===== config.mk =====
export PLATFORM = sky130hd
export DESIGN_NAME = lphi_div
export DESIGN_NICKNAME = d
export VERILOG_FILES = /design/src/hw/rtl/lphi_pkg.sv /design/src/hw/rtl/lphi_div.sv
export SDC_FILE = /design/constraint.sdc
export NUM_CORES = 1
export LEC_CHECK = 0
export BUFFER_PORTS_ARGS = -buffer_cell sky130_fd_sc_hd__clkbuf_2
export CAP_MARGIN = 20
export CORE_ASPECT_RATIO = 2
export CORE_UTILIZATION = 57
export DETAILED_ROUTE_END_ITERATION = 6
export PLACE_DENSITY = 0.9
export SYNTH_ARGS = -nofsm -noshare
export SYNTH_HDL_FRONTEND = slang
export SYNTH_SLANG_ARGS = --single-unit

===== constraint.sdc =====
create_clock -name clk -period 6.4 [get_ports clk]
set_input_delay 0.32 -clock clk [delete_from_list [all_inputs] [get_ports clk]]
set_output_delay 0.32 -clock clk [all_outputs]
set_load 0.05 [all_outputs]

===== src/hw/rtl/lphi_pkg.sv =====
`timescale 1ns / 1ps
// ----------------------------------------------------------------------------
// Linear probe hash insert package
// Shared widths, constants, types and the table access request structure.
// ----------------------------------------------------------------------------
package lphi_pkg;

  // Table geometry.
  localparam int MAX_SLOTS  = 1024;
  localparam int ADDR_BITS  = $clog2(MAX_SLOTS);
  localparam int LIMIT_BITS = ADDR_BITS + 1;
  localparam int TAG_BITS   = 16;
  localparam int WORD_BITS  = TAG_BITS + 1;

  // Arithmetic widths of the home slot computation.
  localparam int CODE_BITS  = 15;
  localparam int DVSR_BITS  = 10;
  localparam int QUO_BITS   = CODE_BITS;
  localparam int HOME_BITS  = QUO_BITS + 3;
  localparam int CNT_BITS   = $clog2(QUO_BITS);

  localparam int BASE_OFFSET = 351;
  localparam int SLOT_STRIDE = 5;

  // Configuration registers.
  localparam int CFG_IDX_BITS  = 2;
  localparam int CFG_DATA_BITS = 11;
  localparam logic [CFG_IDX_BITS-1:0] REG_DIVISOR      = 2'd0;
  localparam logic [CFG_IDX_BITS-1:0] REG_SLOTS_IN_USE = 2'd1;
  localparam int DIVISOR_RESET      = 460;
  localparam int SLOTS_IN_USE_RESET = 200;

  typedef logic [ADDR_BITS-1:0]  addr_t;
  typedef logic [LIMIT_BITS-1:0] lim_t;
  typedef logic [TAG_BITS-1:0]   tag_t;
  typedef logic [WORD_BITS-1:0]  word_t;
  typedef logic [CODE_BITS-1:0]  code_t;
  typedef logic [DVSR_BITS-1:0]  dvsr_t;
  typedef logic [QUO_BITS-1:0]   quo_t;
  typedef logic [HOME_BITS-1:0]  home_t;
  typedef logic [CNT_BITS-1:0]   cnt_t;

  // One table access per cycle: a write port and a read port.
  typedef struct packed {
    logic  wr_en;
    addr_t wr_addr;
    word_t wr_data;
    addr_t rd_addr;
  } mem_req_t;

endpackage


===== src/hw/rtl/lphi_div.sv =====
`timescale 1ns / 1ps
// ----------------------------------------------------------------------------
// Linear probe hash insert divider
// Restoring radix-2 divider, one quotient bit per cycle.
// ----------------------------------------------------------------------------
module lphi_div (
  input  logic            clk,
  input  logic            rst,
  input  logic            start,
  input  lphi_pkg::code_t dividend,
  input  lphi_pkg::dvsr_t divisor,
  output logic            done,
  output lphi_pkg::quo_t  quotient
);

  logic                  busy;
  lphi_pkg::cnt_t        cnt;
  lphi_pkg::dvsr_t       rem;
  lphi_pkg::dvsr_t       dvsr;
  lphi_pkg::quo_t        work;
  logic [lphi_pkg::DVSR_BITS:0] trial;
  logic                  fits;
  lphi_pkg::dvsr_t       rem_next;

  // Shift in the next dividend bit and try a subtraction.
  always_comb begin
    trial    = {rem, work[lphi_pkg::QUO_BITS-1]};
    fits     = trial >= {1'b0, dvsr};
    rem_next = fits ? lphi_pkg::dvsr_t'(trial - {1'b0, dvsr})
                    : trial[lphi_pkg::DVSR_BITS-1:0];
  end

  assign done     = busy && (cnt == lphi_pkg::cnt_t'(lphi_pkg::QUO_BITS - 1));
  assign quotient = work;

  // The work register holds the remaining dividend bits and collects quotient bits.
  always_ff @(posedge clk) begin
    if (rst) begin
      busy <= 1'b0;
      cnt  <= '0;
    end else if (start) begin
      busy <= 1'b1;
      cnt  <= '0;
      rem  <= '0;
      dvsr <= divisor;
      work <= dividend;
    end else if (busy) begin
      rem  <= rem_next;
      work <= {work[lphi_pkg::QUO_BITS-2:0], fits};
      cnt  <= cnt + lphi_pkg::cnt_t'(1);
      if (done) begin
        busy <= 1'b0;
      end
    end
  end

endmodule


### Yosys cells after proc, flatten, opt, wreduce, memory -nomap -nowiden

Cells that the tools add are included.

* add/subtract/negate cells: 2
* $lt $le $gt $ge: 1
* eq/ne operators: 1
* muxes and demuxes: 7
* bitwise operators: 1
* reductions and logical operators: 5

Operators with widths (count)
* $mux W15: 2
* $mux W10: 2
* $ge A11 B10 Y1: 1
* $sub A10 B10 Y10: 1
* $add A4 B1 Y4 const B: 1
* $eq A4 B4 Y1 const B: 1
* $reduce_and A2 Y1: 2
* $mux W1: 3
* $reduce_bool A2 Y1: 1
* $reduce_or A2 Y1: 1
* $logic_and A1 B1 Y1: 1
* $not A1 Y1: 1

* flip-flop bits (word level): 40
* bits of input ports: 28
* output and inout bits: 16
* logic and storage cells: 22

### Logic depth before layout (Yosys ltp)

* word-level depth: 5
* gate-level depth with buffers: 10

### Worst setup path before layout

Ideal clock, no wire load.

* path kind: register -> register
* from: reg work[14] (netlist: quotient[14])
* to: reg work[0] (netlist: quotient[0]), data pin
* library setup time: 0.260 ns
* arrival: 2.122 ns
* data required time: 6.140 ns
* slack: 4.018 ns
* cell stages (with the launch flop): 9
* clock period less this slack: 2.382 ns
* cell sequence: edfxtp_1 inv_1 ha_1 and4_1 a31oi_2 a21bo_1 buf_6 buf_8 mux2_2

* word-level cells in the longest chain between the ends: 3

RTL lines
* from (decl): line lphi_div.sv:20 `lphi_pkg::quo_t work;`
* from (signal assigned): line lphi_div.sv:46 `work <= dividend;`
* from (signal assigned): line lphi_div.sv:49 `work <= {work[lphi_pkg::QUO_BITS-2:0], fits};`
* $ge A11 B10 Y1: line lphi_div.sv:28 `fits = trial >= {1'b0, dvsr};`
* $mux W15: line lphi_div.sv:47 `end else if (busy) begin`
* $mux W15: line lphi_div.sv:41 `end else if (start) begin`

No other way between the ends. The select of a mux whose other input is x is not followed.
A chain may end at the register's enable or synchronous reset.

### Worst setup path in the final report

* from: reg rem[0]
* to: reg rem[1], data pin

* word-level cells in the longest chain between the ends: 3
* elaborated cells on any way between the ends: 4
* classes of those cells: 1 x add/sub; 1 x order compare; 2 x mux

RTL lines
* from (decl): line lphi_div.sv:18 `lphi_pkg::dvsr_t rem;`
* from (signal assigned): line lphi_div.sv:48 `rem <= rem_next;`
* $sub A10 B10 Y10 / $ge A11 B10 Y1 (equally long branches): line lphi_div.sv:29, lphi_div.sv:28
* $mux W10 (*): line lphi_div.sv:29 `rem_next = fits ? lphi_pkg::dvsr_t'(trial - {1'b0, dvsr})`
* $mux W10 (*): line lphi_div.sv:47

Every way passes the cells marked *; elsewhere a longest branch is shown, timed or not. The select of a mux whose other input is x is not followed.

==> flow_summary.json <==
{
  "ios": 44,
  "postCtsSetupRepairBufs": 0,
  "worst_slew_pin_slew_ps": 980.1,
  "min_path_cells": 1,
  "vias": 1491,
  "power_density_nw_per_um2": 276.9,
  "dp.final_hpwl_microns": 3103,
  "layout_commonest_cell": "clkbuf_2",
  "max_stage_delay_ps": 560,
  "max_freq_mhz": 385.8,
  "p_int_mw": 0.4922,
  "period_share_pct": 40.50,
  "syn_nets": 209,
  "pwr-share-comb_pct": 24.3,
  "critical_path.slowest_cell": "a21bo_1",
  "antenna_found_initial": 0,
  "path_class": "reg -> reg",
  "yosys_most_used_dff": "edfxtp_1",
  "overflow": 0,
  "die-area_sq_um": 4033,
  "crit_path_start_kind": "register",
  "ir_drop_mv": 0.3018,
  "grt_max_degree": 33,
  "cts_buffer_depth": 2,
  "insertion_delay_ps": 300,
  "row_count": 31,
  "drc": 0,
  "drt_iter0_markers": 33,
  "clk_pin_slew_ps": 80,
  "grt_pass1_wl_microns": 6941,
  "fillers": 250,
  "htreeDepth": 2,
  "clkSinkCount": 40,
  "postSynthAreaPerCell_sq_um": 12.79,
  "rsz0062_at_grt": "no",
  "synth_edf_count": 35,
  "power.clock.fraction_pct": 29.5,
  "status": "finished, final reports clean",
  "initial_core_util_pct": 59.56,
  "cts_hold_buffers": 0,
  "min_from": "divisor[1]",
  "finClkSkew_ps": 12.90,
  "ant_nets": 0,
  "power_mw": 0.6916,
  "seq_area_frac_synth_pct": 53.58,
  "timing.max_cap.violations": 0,
  "cts_resized": 0,
  "crit_required_ps": 6430,
  "finalSetupTns_ps": 0,
  "final-max-slew-violation-count": 0,
  "io_buffer_count": 43,
  "p_leak_nw": 1.042,
  "syn_area_sq_um": 2148,
  "r2r_slack_ps": 3810,
  "r2r-end": "rem[1]$_SDFFCE_PP0P_",
  "cts_made_buffers": 5,
  "cp.arrival_ps": 2620,
  "sw_frac_of_total_pct": 28.83,
  "setup_viol": 0,
  "synth-async-reset-ratio_pct": 0,
  "critPathCaptureType": "register",
  "power.switching_mw": 0.1994,
  "final_hold_viol_count": 0,
  "diodes": 0,
  "drive_above_1_share_pct": 36.15,
  "firstDrtPassIters": 4,
  "hp-class": "in -> reg",
  "ys_seq_elements": 40,
  "gp_congestion": 0.8614,
  "min_to": "dvsr[1]$_DFFE_PP_",
  "fin_nets": 253,
  "wire_per_inst_microns": 16.71,
  "reg2reg_from": "rem[0]$_SDFFCE_PP0P_",
  "path_cells": "ha_1 -> nor2b_1 -> o31ai_2 -> a21oi_1 -> a21bo_1 -> mux2i_1 -> nor2_1",
  "vias_per_cell": 5.691,
  "period_needed_ps": 2592,
  "r2r_cells": 7,
  "synth.distinct_cells": 41,
  "relSlewSlack_pct": 34.53,
  "area_growth_pct": 16.25,
  "die_h_microns": 88.82,
  "post-route-util_pct": 69.23,
  "cts_root_buf": "clkbuf_8",
  "worstPathMaxFanout": 14,
  "synth_cells": 168,
  "multi_input_area_sq_um": 902.1,
  "grt_pass1_vias": 1535,
  "synth_warnings": 0,
  "seq_power_share_pct": 46.2,
  "dieWidth_microns": 45.41,
  "seq_area_sq_um": 1151,
  "final_cell_mix": "clkbuf_2 (43), edfxtp_1 (35), nor2_1 (19)",
  "grtUsageTotal_pct": 24.34,
  "tritoncts": "built",
  "totalWireLength_microns": 4379,
  "core_area_sq_um": 3607
}
==> cell families (layout without fill, tap and decap cells) <==
logic type	Yosys count	in the layout	synth area share [%]
flops	40	40	53.58
simple gates	35	35	7.746
compound gates	28	28	11.47
mux	21	21	10.66
buf+inv	21	66	4.542
fa+ha+maj	13	13	7.921
xor+xnor	10	10	4.077
==> state kept, by name, summed over array words and instances, names as in the netlist <==
name	cells
busy	1
quotient	15
cnt	4
rem	10
dvsr	10
==> layout make-up <==
type	instances	share of cell area, %
timing repair buffer	44	8.918
inverter	14	2.104
clock inverter	2	1.403
sequential	40	46.09
tap	49	2.455
multi-input combinational	107	36.12
clock buffer	6	2.906
==> stage by stage <==
stage	hold slack [ps]	setup slack, ps	cells	cell area [sq um]
after floorplan	396.7	4018	168	2148
after global placement	496.8	3945	254	2390
after detailed placement	498.6	3819	254	2390
after CTS	192.2	3827	262	2497
after global routing	184.6	3673	262	2497
final	189.1	3808	262	2497
==> critical path: cells and delay by family (launching register included) <==
| family | cells | cell delay [ps] |
|---|---|---|
| muxes | 1 | 280 |
| DFF | 1 | 450 |
| and+or+nand+nor | 2 | 300 |
| adders and majority gates | 1 | 320 |
| AOI/OAI and AO/OA | 3 | 960 |
==> synthesized netlist by cell type (all sizes together) (2+ instances only) <==
cell     n  area [sq um]
ha      12         150.1
and4     2         17.52
mux2i    6         60.06
o31ai    2         20.02
clkbuf   4         15.01
nor2    21         81.33
a21oi    5         40.04
buf      3         30.02
o21a     4         30.03
inv     14         52.55
nand3    2         15.01
edfxtp  35          1051
a31oi    2         18.77
a21o     2         15.01
nor3     3         15.01
mux2    15         168.9
nand2    3         11.26
xnor2    7         61.31
o211ai   2         15.01
a211oi   5         52.55
dfxtp    5         100.1
xor2     3         26.28
nor2b    2         12.51
==> power by group through the flow <==
stage / registers (mW) / logic [mW] / clock network [mW]
6_report: 0.319 / 0.168 / 0.204
5_1_grt: 0.322 / 0.183 / 0.212
4_1_cts: 0.319 / 0.168 / 0.203
3_5_place_dp: 0.325 / 0.167 / 0
3_3_place_gp: 0.324 / 0.162 / 0
2_1_floorplan: 0.343 / 0.115 / 0
==> routing by layer <==
| metal | global-route usage, % | vias up | wire length, microns |
|---|---|---|---|
| met5 | 0 | - | 0 |
| met4 | 11.57 | 0 | 137 |
| met3 | 5.306 | 14 | 206 |
| met2 | 41.17 | 53 | 2370 |
| met1 | 28.04 | 725 | 1663 |
| li1 | - | 699 | - |
==> worst max path at each step <==
stage                            from                     to  slack [ps]  cells after the start
2_1_floorplan  quotient[14]$_DFFE_PP_  quotient[0]$_DFFE_PP_        4020                      8
3_3_place_gp     rem[0]$_SDFFCE_PP0P_   rem[1]$_SDFFCE_PP0P_        3950                      7
3_5_place_dp     rem[0]$_SDFFCE_PP0P_   rem[1]$_SDFFCE_PP0P_        3820                      7
4_1_cts          rem[0]$_SDFFCE_PP0P_   rem[1]$_SDFFCE_PP0P_        3830                      7
5_1_grt          rem[0]$_SDFFCE_PP0P_   rem[1]$_SDFFCE_PP0P_        3670                      7
6_report         rem[0]$_SDFFCE_PP0P_   rem[1]$_SDFFCE_PP0P_        3810                      7
Note: power is estimated with default switching activity, not from simulation.
